==> config.mk <==
export PLATFORM = sky130hd
export DESIGN_NAME = uimp_ctrl
export DESIGN_NICKNAME = d
export VERILOG_FILES = /design/src/rtl/uimp_pkg.sv /design/src/rtl/uimp_ctrl.sv
export SDC_FILE = /design/constraint.sdc
export NUM_CORES = 1
export LEC_CHECK = 0
export ABC_AREA = 0
export BUFFER_PORTS_ARGS = -buffer_cell sky130_fd_sc_hd__buf_2
export CORE_AREA = 8 8 45 47
export DETAILED_ROUTE_END_ITERATION = 12
export DIE_AREA = 0 0 53 55
export SYNTH_ARGS = -nofsm -noshare
export SYNTH_HDL_FRONTEND = slang
export SYNTH_SLANG_ARGS = --single-unit
==> constraint.sdc <==
create_clock -name clk -period 3.1 [get_ports clk]
set_input_delay 0.155 -clock clk [delete_from_list [all_inputs] [get_ports clk]]
set_output_delay 0.155 -clock clk [all_outputs]
set_load 0.03 [all_outputs]
==> src/rtl/uimp_pkg.sv <==
package uimp_pkg;

	localparam int NUM_USERS = 1024;
	localparam int NUM_ITEMS = 4096;
	localparam int USER_AW   = $clog2(NUM_USERS);
	localparam int ITEM_AW   = $clog2(NUM_ITEMS);

	localparam int CLR_N = (NUM_USERS > NUM_ITEMS) ? NUM_USERS : NUM_ITEMS;
	localparam int CLR_W = $clog2(CLR_N);

	localparam int DIV_STEPS = 16;
	localparam int DIV_CW    = $clog2(DIV_STEPS + 1);

	localparam logic [15:0] COUNT_MAX  = 16'hFFFF;
	localparam logic [23:0] GCOUNT_MAX = 24'hFF_FFFF;

	localparam logic OP_ADD   = 1'b0;
	localparam logic OP_QUERY = 1'b1;

	localparam logic [1:0] ST_OK      = 2'd0;
	localparam logic [1:0] ST_EMPTY   = 2'd1;
	localparam logic [1:0] ST_REFUSED = 2'd2;

	typedef enum logic [1:0] {
		RES_ADD_OK,
		RES_REFUSED,
		RES_EMPTY,
		RES_PRED
	} res_sel_t;

	typedef struct packed {
		logic     capture;
		logic     clear_step;
		logic     write_add;
		logic     div_start;
		logic     res_load;
		res_sel_t res_sel;
	} cmd_t;

	typedef struct packed {
		logic clr_last;
		logic is_query;
		logic refuse;
		logic gcount_zero;
		logic div_done;
	} stat_t;

	typedef struct packed {
		logic [31:0] sum;
		logic [15:0] cnt;
	} entry_t;

endpackage

==> src/rtl/uimp_ctrl.sv <==
module uimp_ctrl (
	input  logic             clk,
	input  logic             arst_n,
	input  logic             start,
	input  uimp_pkg::stat_t  stat,
	output uimp_pkg::cmd_t   cmd,
	output logic             busy,
	output logic             done
);

	typedef enum logic [1:0] {
		S_CLEAR,
		S_IDLE,
		S_LOOK,
		S_DIV
	} state_t;

	state_t state_q;
	logic   done_q;

	always_ff @(posedge clk or negedge arst_n) begin
		if (!arst_n) begin
			state_q <= S_CLEAR;
			done_q  <= 1'b0;
		end else begin
			done_q <= 1'b0;
			unique case (state_q)
				S_CLEAR: begin
					if (stat.clr_last)
						state_q <= S_IDLE;
				end
				S_IDLE: begin
					if (start)
						state_q <= S_LOOK;
				end
				S_LOOK: begin
					if (!stat.is_query || stat.gcount_zero) begin
						done_q  <= 1'b1;
						state_q <= S_IDLE;
					end else begin
						state_q <= S_DIV;
					end
				end
				S_DIV: begin
					if (stat.div_done) begin
						done_q  <= 1'b1;
						state_q <= S_IDLE;
					end
				end
			endcase
		end
	end

	always_comb begin
		cmd            = '0;
		cmd.res_sel    = uimp_pkg::RES_ADD_OK;
		cmd.clear_step = state_q == S_CLEAR;
		cmd.capture    = state_q == S_IDLE && start;
		if (state_q == S_LOOK) begin
			if (!stat.is_query) begin
				cmd.res_load  = 1'b1;
				cmd.write_add = !stat.refuse;
				cmd.res_sel   = stat.refuse ? uimp_pkg::RES_REFUSED : uimp_pkg::RES_ADD_OK;
			end else if (stat.gcount_zero) begin
				cmd.res_load = 1'b1;
				cmd.res_sel  = uimp_pkg::RES_EMPTY;
			end else begin
				cmd.div_start = 1'b1;
			end
		end
		if (state_q == S_DIV && stat.div_done) begin
			cmd.res_load = 1'b1;
			cmd.res_sel  = uimp_pkg::RES_PRED;
		end
	end

	assign busy = state_q != S_IDLE;
	assign done = done_q;

	a_accept_busy: assert property (@(posedge clk) disable iff (!arst_n)
		(start && !busy) |=> busy)
		else $error("accepted word did not raise busy");

	a_done_idle: assert property (@(posedge clk) disable iff (!arst_n)
		done |-> (state_q == S_IDLE))
		else $error("result strobe outside idle");

	a_div_in_div: assert property (@(posedge clk) disable iff (!arst_n)
		stat.div_done |-> (state_q == S_DIV))
		else $error("divider finished outside divide state");

	a_no_refused_write: assert property (@(posedge clk) disable iff (!arst_n)
		cmd.write_add |-> (!stat.refuse && state_q == S_LOOK))
		else $error("store write on refused word");

endmodule
* Word level (Yosys, flattened, before mapping) *
Index checks and enable logic that the tools add are counted.

word-level totals
  output and inout bits = 9
  bits in latches = 0
  bits in writable memories = 0
  memories kept = 0
  word-level logic and storage cells = 32
  memory bits (read-only) = 0
  bits of input ports = 8
  flip-flop bits (word level) = 3

operators by class
  shifts and indexed selects = 0
  div/mod/pow operators = 0
  reduce and logical (&&, ||, !) cells = 7
  equal/unequal tests = 7
  multipliers = 0
  bitwise gates (word level) = 0
  muxes and demuxes = 16
  magnitude comparators = 0
  add/sub/neg operators = 0

operators with widths
  operator                                                                  count
  3-bit 2-to-1 mux                                                          3
  2-bit 2-to-1 mux                                                          4
  2-bit one-hot mux with 4 select lines                                     1
  1-bit 2-to-1 mux                                                          6
  2-bit inequality test (second input constant)                             3
  5-bit 2-to-1 mux                                                          1
  2-bit == test (second input constant)                                     2
  3-bit AND reduction                                                       1
  2-bit by 1-bit == test with 1-bit output (second input constant)          1
  1-bit logical AND                                                         2
  1-bit zero test                                                           2
  2-bit zero test                                                           1
  2-bit by 1-bit inequality test with 1-bit output (second input constant)  1
  1-bit one-hot mux with 2 select lines                                     1
  1-bit logical OR                                                          1

* Logic depth before layout (Yosys ltp) *
Gate-level depths: netlist of the first run.

  word-level depth = 4
  mapped depth = 5
  depth with buffers taken out = 5

* Worst setup path before layout of the first run *
Ideal clock, no wire load.

  path type = reg2out
  start = reg state_q[0]
  end = out cmd[4] (netlist bit)
  required time = 2,945 ps
  stages on the path, launching flop included = 4
  path buffers = 0
  path slack = 1,508 ps
  arrival = 1,437 ps
  cells stage by stage = dfrtp_1 > inv_1 > ha_1 > nor3b_1

RTL lines
  what                    line             RTL
  from (decl)             uimp_ctrl.sv:18  state_t state_q;
  from (signal assigned)  uimp_ctrl.sv:23  state_q <= S_CLEAR;
  from (signal assigned)  uimp_ctrl.sv:30  state_q <= S_IDLE;
  from (signal assigned)  uimp_ctrl.sv:34  state_q <= S_LOOK;
  to (decl)               uimp_ctrl.sv:6   output uimp_pkg::cmd_t cmd,

==> run_results.csv, run 1 <==
group,metric,value,unit
run_status,outcome,"completed",
floorplan,die_x,53,µm
placement,dp_hpwl,650,µm
clock_network,cts_max_path_buffers,2,
timing,slew_headroom,65.9,%
route,post-route-drc-count,0,
cells_and_area,fillers,154,
synthesis,synthAdderAreaFrac,24.5,%
synthesis,syn_nets,42,
setup_path,cp-end-kind,"output pin",
clock_network,clk-insertion-delay-late,230,ps
setup_path,critPathKind,"flip-flop to output pin",
global_routing,grt_remaining_overflow,0,
synthesis,avgSynthCellArea,8.80,µm²
clock_network,cts_resized,0,
synthesis,synth_xor_area_share,0,%
clock_network,cts-htree-levels,1,
synthesis,synthMuxAreaShare,7.84,%
clock_network,cts.hold.buffers_added,1,
timing,max_clock_freq,645,MHz
power_and_ir_drop,irDropWorstVdd,0.261,mV
hold_path,min_path_type,"input port to flip-flop",
global_routing,antenna_found_initial,0,
timing,rsz0062_at_grt,"no",
route,drtIter0Drc,8,
route,drt.antenna.violating_nets,0,
floorplan,core_area,1380,µm²
synthesis,yosys.area_share.simple,15.7,%
timing,finalHoldViolations,0,
global_routing,grt_pass1_wl,1250,µm
floorplan,start_util,18.4,%
cells_and_area,post-route-cell-area,392,µm²
clock_network,cts.sinks,3,
cells_and_area,area_growth,53.4,%
power_and_ir_drop,p_per_area,946,nW/µm²
global_routing,grt_usage,6.12,%
setup_path,worstPathMaxFanout,5,
global_routing,grt_pass1_vias,307,
clock_network,cts_tree,"yes",
synthesis,ys_ff_latch,3,
cells_and_area,antenna_cells,0,
route,avgViaCountPerCell,3.98,
floorplan,die_y,55,µm
route,drt-pass1-iter-count,4,
global_routing,grt_max_degree,6,
timing,setup_viol,0,
clock_network,cts_setup_buffers,0,
placement,placed_area,355,µm²
timing,min_period,1550,ps
clock_network,cts_buffers,3,
timing,finalSetupTns,0,ps
synthesis,yosysSeqAreaShare,29.4,%
floorplan,die-area,2920,µm²
placement,port_buffers,16,
setup_path,worstPathRequired,2940,ps
setup_path,regToRegSetupSlack,1590,ps
setup_path,worst_setup_path_start_kind,"flip-flop",
synthesis,synth_top_family_by_area,"adder cells",
timing,post-route-period-util,50.0,%
power_and_ir_drop,power.leakage,0.249,nW
route,wl,765,µm
placement,gp_routability_congestion,0.775,
floorplan,core.rowCount,14,
cells_and_area,drive_gt1_share,40.0,%
synthesis,synthesis.area,255,µm²
synthesis,netlist.area_leader.share,29.4,%
timing,slew_viol_final,0,
synthesis,synth_compound_area_share,11.8,%
cells_and_area,final_nets,64,
synthesis,synth_top_cell_by_area,"dfrtp_1",
route,vias,263,
timing,worst_pin_slew,511,ps
synthesis,ys_types,13,
floorplan,pin_count,17,
clock_network,clk_pin_slew_worst_paths,40,ps
clock_network,ctsRootBufferMaster,"clkbuf_4",
synthesis,synthTopCellsByArea,"dfrtp_1 (29%), ha_1 (25%), inv_1 (8.8%)",
setup_path,arrival,1400,ps
route,wl_per_cell,11.6,µm
timing,fin_skew,1.03,ps
flow_run,maxCapViolCount,0,
synthesis,ys_warn_count,0,
synthesis,syn_inst,29,
layout make-up:
type                            count  area (µm²)  area share, %
Tap cell                           16        20.0           5.11
Clock buffer                        4        26.3           6.71
Multi-Input combinational cell     19         153           39.0
Sequential cell                     3        75.1           19.2
Timing Repair Buffer               17        90.1           23.0
Inverter                            7        27.5           7.03
power by group:
part / internal [W] / switching (W) / leakage [nW] / total [W]
clock: 0.0000483 / 0.0000207 / 0.0150 / 0.0000689
sequential: 0.0000568 / 0.0000131 / 0.0376 / 0.0000699
combinational: 0.0000769 / 0.000155 / 0.196 / 0.000231
state kept, by name (all words and copies together), names as in the netlist:
register  cells
state_q       2
done          1
cells by family after synthesis:
group	Yosys count
compound gates	4
fa+ha+maj	5
flops	3
simple gates	8
mux	2
buf+inv	7
per-stage QoR:
stage	power (W)	utilization, %	hold WS, ps	std cells	setup slack [ps]
after detailed placement	0.000304	25.7	-35.1	61	1570
after global placement	0.000300	25.7	-39.8	61	1630
after CTS	0.000379	28.3	212	66	1530
after floorplan	0.000239	-	-141	29	1510
final	0.000370	28.3	225	66	1550
after global routing	0.000407	28.3	241	66	1420
path summary, 6_finish.rpt:
check                                start          to  cells past startpoint
worst min register to register  state_q[0]  state_q[0]                      2
worst max-delay path            state_q[0]      cmd[0]                      4
worst min-delay path               stat[1]        done                      3
max in group asynchronous           arst_n  state_q[1]                      2
worst max register to register  state_q[0]  state_q[0]                      4
min in group asynchronous           arst_n  state_q[0]                      2
cell usage after synthesis, drive strengths merged:
cell type  count
dfrtp          3
o21ai          2
nand3          1
and3b          1
nand2          4
a32o           1
mux2i          2
nor2           1
nor3b          1
inv            6
a222oi         1
clkinvlp       1
ha             5
routing by layer:
layer / share of wire [%] / routed length, µm / up-vias / GRT usage (%)
li1: - / - / 136 / -
met5: 0 / 0 / - / 0
met4: 0 / 0 / 0 / 3.88
met2: 52 / 395 / 8 / 10.4
met3: 9.5 / 73 / 0 / 4.01
met1: 39 / 296 / 119 / 5.32
critical path, stage by stage (launching register included):
cell and delay [ps]:
dfrtp_1 380, inv_1 90, ha_1 250, a32o_1 270, buf_2 180
layout by cell type (no fill, tap or decap), drive strengths merged, types with 2 or more instances in the layout:
master and count:
buf 16, inv 6, ha 5, nand2 4, clkbuf 4, dfrtp 3
o21ai 2, mux2i 2
Power figures use the tool's default switching activity.
==> run 2, diff against run 1 <==
Clock period 3.1 ns to 1.5 ns, I/O delays scaled along.
==> run 2 against run 1 <==
  * Worst hold slack got worse by 110 ps
  * Flip-flop and latch count did not move
  * Count of clock-buffer cells in the layout did not move
  * Combinational power rose by 120%
  * Critical path depth did not move
  * Sequential share of layout area fell by 0.82 points
  * Routed wire length fell by 11%
  * Setup slack got worse by 1500 ps
  * Clock skew fell by 0.69 ps
  * Register-to-register slack got worse by 1500 ps
  * Non-clock buffer count rose by 1
  * Critical endpoint is now state_q[0]
==> run_results.csv, run 2 (synthesis gave the netlist of run 1 again) <==
group,metric,value,unit
run_status,outcome,"completed",
cells_and_area,largest_reg_flops,2,
route,avgViaCountPerCell,4.15,
power_and_ir_drop,power.leakage,0.251,nW
power_and_ir_drop,p_int,0.000400,W
timing,worst_pin_slew,260,ps
clock_network,cts_tree,"yes",
placement,gp_routability_congestion,0.657,
floorplan,die_x,53,µm
cells_and_area,fin_cells,67,
power_and_ir_drop,p_sw_share,49.0,%
cells_and_area,final_cell_mix,"buf_2 (15), inv_1 (5), nand2_1 (4), ha_1 (4), clkbuf_4 (4)",
timing,rsz0062_at_grt,"no",
power_and_ir_drop,p_sw,0.000385,W
clock_network,cts_buffers,3,
floorplan,pin_count,17,
timing,finalHoldViolations,0,
route,vias,278,
clock_network,ctsRootBufferMaster,"clkbuf_4",
global_routing,grt_max_degree,6,
cells_and_area,antenna_cells,0,
route,drt-pass1-iter-count,4,
power_and_ir_drop,p_comb_share,63.8,%
setup_path,critPathKind,"flip-flop to flip-flop",
cells_and_area,drive_gt1_share,47.1,%
floorplan,core_area,1380,µm²
timing,setup_viol,0,
power_and_ir_drop,clkPwrFrac,17.6,%
global_routing,grt_usage,5.09,%
hold_path,min_path_type,"input port to flip-flop",
route,post-route-drc-count,0,
setup_path,slowest_stage,"dfrtp_1",
setup_path,max_stage_delay,410,ps
setup_path,cp.buffers_inverters,1,
cells_and_area,final_common_cell,"buf_2",
clock_network,cts-htree-levels,1,
global_routing,antenna_found_initial,0,
floorplan,die-area,2920,µm²
clock_network,cts_setup_buffers,0,
global_routing,grt_pass1_vias,300,
global_routing,grt_remaining_overflow,0,
timing,min_period,1410,ps
timing,finalSetupTns,0,ps
setup_path,worst-path-stages,4,
setup_path,worst_setup_path_start_kind,"flip-flop",
floorplan,core.rowCount,14,
setup_path,worstPathMaxFanout,4,
clock_network,cts.sinks,3,
setup_path,cp-end-kind,"flip-flop",
clock_network,clk-insertion-delay-late,230,ps
hold_path,holdPathStages,3,
floorplan,die_y,55,µm
power_and_ir_drop,p_per_area,1920,nW/µm²
flow_run,maxCapViolCount,0,
cells_and_area,final_nets,65,
global_routing,grt_pass1_wl,1090,µm
route,wl_per_cell,10.1,µm
floorplan,start_util,18.4,%
cells_and_area,area_growth,60.3,%
hold_path,hold_end,"done",
placement,post-place-cells,62,
route,drt.antenna.violating_nets,0,
setup_path,crit_chain,"ha_1 > a222oi_1 > buf_4 > mux2i_1",
setup_path,cp_top_family,"flip-flops",
power_and_ir_drop,irDropWorstVdd,0.495,mV
cells_and_area,largest-register,"state_q",
timing,max_clock_freq,709,MHz
power_and_ir_drop,pwr-share-seq,18.6,%
placement,port_buffers,16,
setup_path,reg2reg_depth,4,
setup_path,worstPathRequired,1640,ps
clock_network,clk_pin_slew_worst_paths,30,ps
cells_and_area,utilization,29.6,%
placement,dp_hpwl,606,µm
clock_network,cts_max_path_buffers,2,
setup_path,regToRegSetupSlack,90,ps
timing,slew_viol_final,0,
timing,fin_skew,0.332,ps
setup_path,arrival,1560,ps
hold_path,worstHoldStart,"stat[1]",
timing,slew_headroom,82.7,%
timing,post-route-period-util,94.1,%
route,wl,680,µm
route,drtIter0Drc,8,
setup_path,r2r-end,"state_q[0]",
setup_path,reg2reg_from,"state_q[0]",
## run 2: worst max-delay path by stage
stage                     startpoint    endpoint  slack [ps]
final                     state_q[0]  state_q[0]          90
after global routing      state_q[1]      cmd[6]           5
after CTS                 state_q[0]      cmd[0]          30
after detailed placement  state_q[0]  state_q[0]          90
after global placement    state_q[0]  state_q[1]         100
after floorplan           state_q[0]  state_q[0]         -10
## run 2: power groups by stage
stage                     Combinational [W]  Clock [W]  Sequential (W)
final                              0.000501   0.000138        0.000146
after global routing               0.000548   0.000157        0.000153
after CTS                          0.000501   0.000148        0.000145
after detailed placement           0.000498          0        0.000146
after global placement             0.000497          0        0.000144
after floorplan                    0.000335          0        0.000160
## run 2: repair_timing
| action | CTS | global route |
|---|---|---|
| setup endpoints to repair | 0 | 4 |
| gates resized for setup | 0 | 4 |
| hold buffers | 1 | 0 |
| endpoints found under the hold margin | 3 | 0 |
## run 2: area by class of cell
cell class | count | area (µm²)
fill | 163 | 975
multi-input combinational | 19 | 160
timing repair buffer | 18 | 100
sequential | 3 | 75.1
inverter | 7 | 27.5
clock buffer | 4 | 26.3
tap | 16 | 20.0
## run 2: per-stage QoR
stage / instance area (µm²) / hold WS [ps] / total power, W / setup WS (ps)
after floorplan: 260 / -221 / 0.000495 / -13.2
after global placement: 368 / -127 / 0.000641 / 101
after detailed placement: 368 / -122 / 0.000644 / 91.0
after CTS: 404 / 139 / 0.000794 / 32.0
after global routing: 409 / 146 / 0.000858 / 5.39
final: 409 / 119 / 0.000784 / 89.2
## run 2: routing by layer
layer	GRT usage [%]	wire, µm
met5	0	0
met4	3.88	0
met3	2.94	85
met2	8.98	338
met1	4.12	256
## run 2: worst reg2reg max path: stages (launching register included)
cell and delay, ps:
dfrtp_1 410, ha_1 240, a222oi_1 310, buf_4 170
mux2i_1 190
==> run 3, diff against run 2 <==
Settings changed: CORE_AREA 8 8 45 47 to 2 2 39 41, DIE_AREA 0 0 53 55 to 0 0 41 43, SETUP_SLACK_MARGIN set to 0.4.
==> run 3 against run 2 <==
  * Routed wire length decreased by 1.3%
  * Utilization up 8.5 points
  * Critical endpoint is now cmd[0]
  * Final cell count rose by 1.5%
  * Largest power group unchanged
  * Register-to-register slack improved by 40 ps
  * Non-clock buffer count is 1 higher
  * Via count rose by 5.0%
  * Flip-flop and latch count did not move
  * Clock skew hardly changed
  * Global-route usage grew 4.7 points
  * Critical path depth unchanged
==> run_results.csv, run 3 (synthesis gave the netlist of run 1 again) <==
group,metric,value,unit
run_status,outcome,"completed",
route,wl,671,µm
cells_and_area,drive_gt1_share,71.2,%
clock_network,clk-insertion-delay-late,230,ps
global_routing,antenna_found_initial,0,
timing,fin_skew,0.491,ps
setup_path,worst_setup_path_start_kind,"flip-flop",
timing,holdWs,111,ps
flow_run,maxCapViolCount,0,
clock_network,clk_pin_slew_worst_paths,40,ps
timing,post-route-period-util,92.8,%
floorplan,pin_count,17,
clock_network,ctsRootBufferMaster,"clkbuf_4",
floorplan,start_util,18.4,%
timing,setup_ws,108,ps
timing,finalHoldViolations,0,
power_and_ir_drop,power.leakage,0.273,nW
cells_and_area,largest-register,"state_q",
cells_and_area,largest_reg_flops,2,
cells_and_area,final_cell_mix,"buf_2 (8), buf_6 (7)",
route,drt.antenna.violating_nets,0,
power_and_ir_drop,irDropWorstVdd,0.639,mV
floorplan,die_x,41,µm
floorplan,die-area,1760,µm²
floorplan,die_y,43,µm
floorplan,core_area,1380,µm²
placement,gp_routability_congestion,0.695,
power_and_ir_drop,p_per_area,1910,nW/µm²
timing,rsz0062_at_grt,"yes",
route,drt-pass1-iter-count,4,
timing,slew_viol_final,0,
global_routing,grt_usage,9.75,%
placement,dp_hpwl,503,µm
route,post-route-drc-count,0,
cells_and_area,area_growth,106,%
global_routing,grt_pass1_vias,263,
route,avgViaCountPerCell,4.29,
hold_path,holdPathStages,3,
clock_network,cts_buffers,3,
setup_path,worstPathMaxFanout,5,
clock_network,cts_max_path_buffers,2,
timing,finalSetupTns,0,ps
cells_and_area,fillers,148,
setup_path,worstPathRequired,1420,ps
placement,port_buffers,16,
setup_path,arrival,1320,ps
setup_path,reg2reg_depth,4,
power_and_ir_drop,totalPowerFinal,0.00101,W
route,wl_per_cell,9.87,µm
route,vias,292,
timing,slew_headroom,82.6,%
timing,worst_pin_slew,261,ps
floorplan,core.rowCount,14,
route,drtIter0Drc,2,
hold_path,min_path_type,"input port to flip-flop",
placement,place_ws,45.2,ps
cells_and_area,final_nets,66,
global_routing,grt_max_degree,6,
cells_and_area,antenna_cells,0,
global_routing,grt_pass1_wl,1060,µm
setup_path,critPathKind,"flip-flop to output pin",
cells_and_area,final_common_cell,"buf_2",
global_routing,grt_remaining_overflow,0,
timing,setup_viol,0,
cells_and_area,utilization,38.1,%
timing,max_clock_freq,719,MHz
clock_network,cts_tree,"yes",
clock_network,cts-htree-levels,1,
setup_path,cp-end-kind,"output pin",
clock_network,cts.sinks,3,
timing,min_period,1390,ps
## run 3: layout make-up
type                       instances  area, µm²  area share [%]
multi-input combinational         19        225            42.8
tap                               16       20.0            3.80
timing repair buffer              19        151            28.7
clock buffer                       4       26.3            4.99
inverter                           7       27.5            5.23
sequential                         3       76.3            14.5
## run 3: critical path, cell delays in order (launching register included)
cell and delay (ps):
dfrtp_1 400, inv_2 100, ha_4 190, a32o_2 270
buf_6 130
## run 3: timing repair
| item | CTS | global route |
|---|---|---|
| resized for setup | 19 | 7 |
| setup buffers | 1 | 1 |
| endpoints found under the setup margin | 10 | 10 |
| endpoints found under the hold margin | 3 | 0 |
| hold buffers | 1 | 0 |
| pin swaps | 4 | 3 |
## run 3: per-stage QoR
step,cell area (µm²),instances
after global placement,392,61
after global routing,527,68
after floorplan,292,29
after CTS,494,67
after detailed placement,392,61
final,527,68
## run 3: metal layers
metal	wire length, µm	up-vias	GRT usage, %
met4	0	0	8.00
met1	237	134	10.3
met2	381	14	12.8
met5	0	-	0
met3	51	0	6.28
li1	-	144	-
## run 3: power by group
group	total (W)	switching, W	leakage, nW	internal, W
logic	0.000710	0.000388	0.222	0.000322
registers	0.000156	0.0000364	0.0362	0.000119
clock network	0.000141	0.0000413	0.0150	0.0000997
total	0.00101	0.000466	0.273	0.000541
## run 3: worst paths after layout
check / startpoint / to / slack, ps
worst max-delay path: state_q[0] / cmd[0] / 110
worst min-delay path: stat[1] / done / 110
worst max register to register: state_q[1] / state_q[1] / 130
worst min register to register: state_q[1] / state_q[1] / 670
max in group asynchronous: arst_n / state_q[1] / 1210
min in group asynchronous: arst_n / done / 170
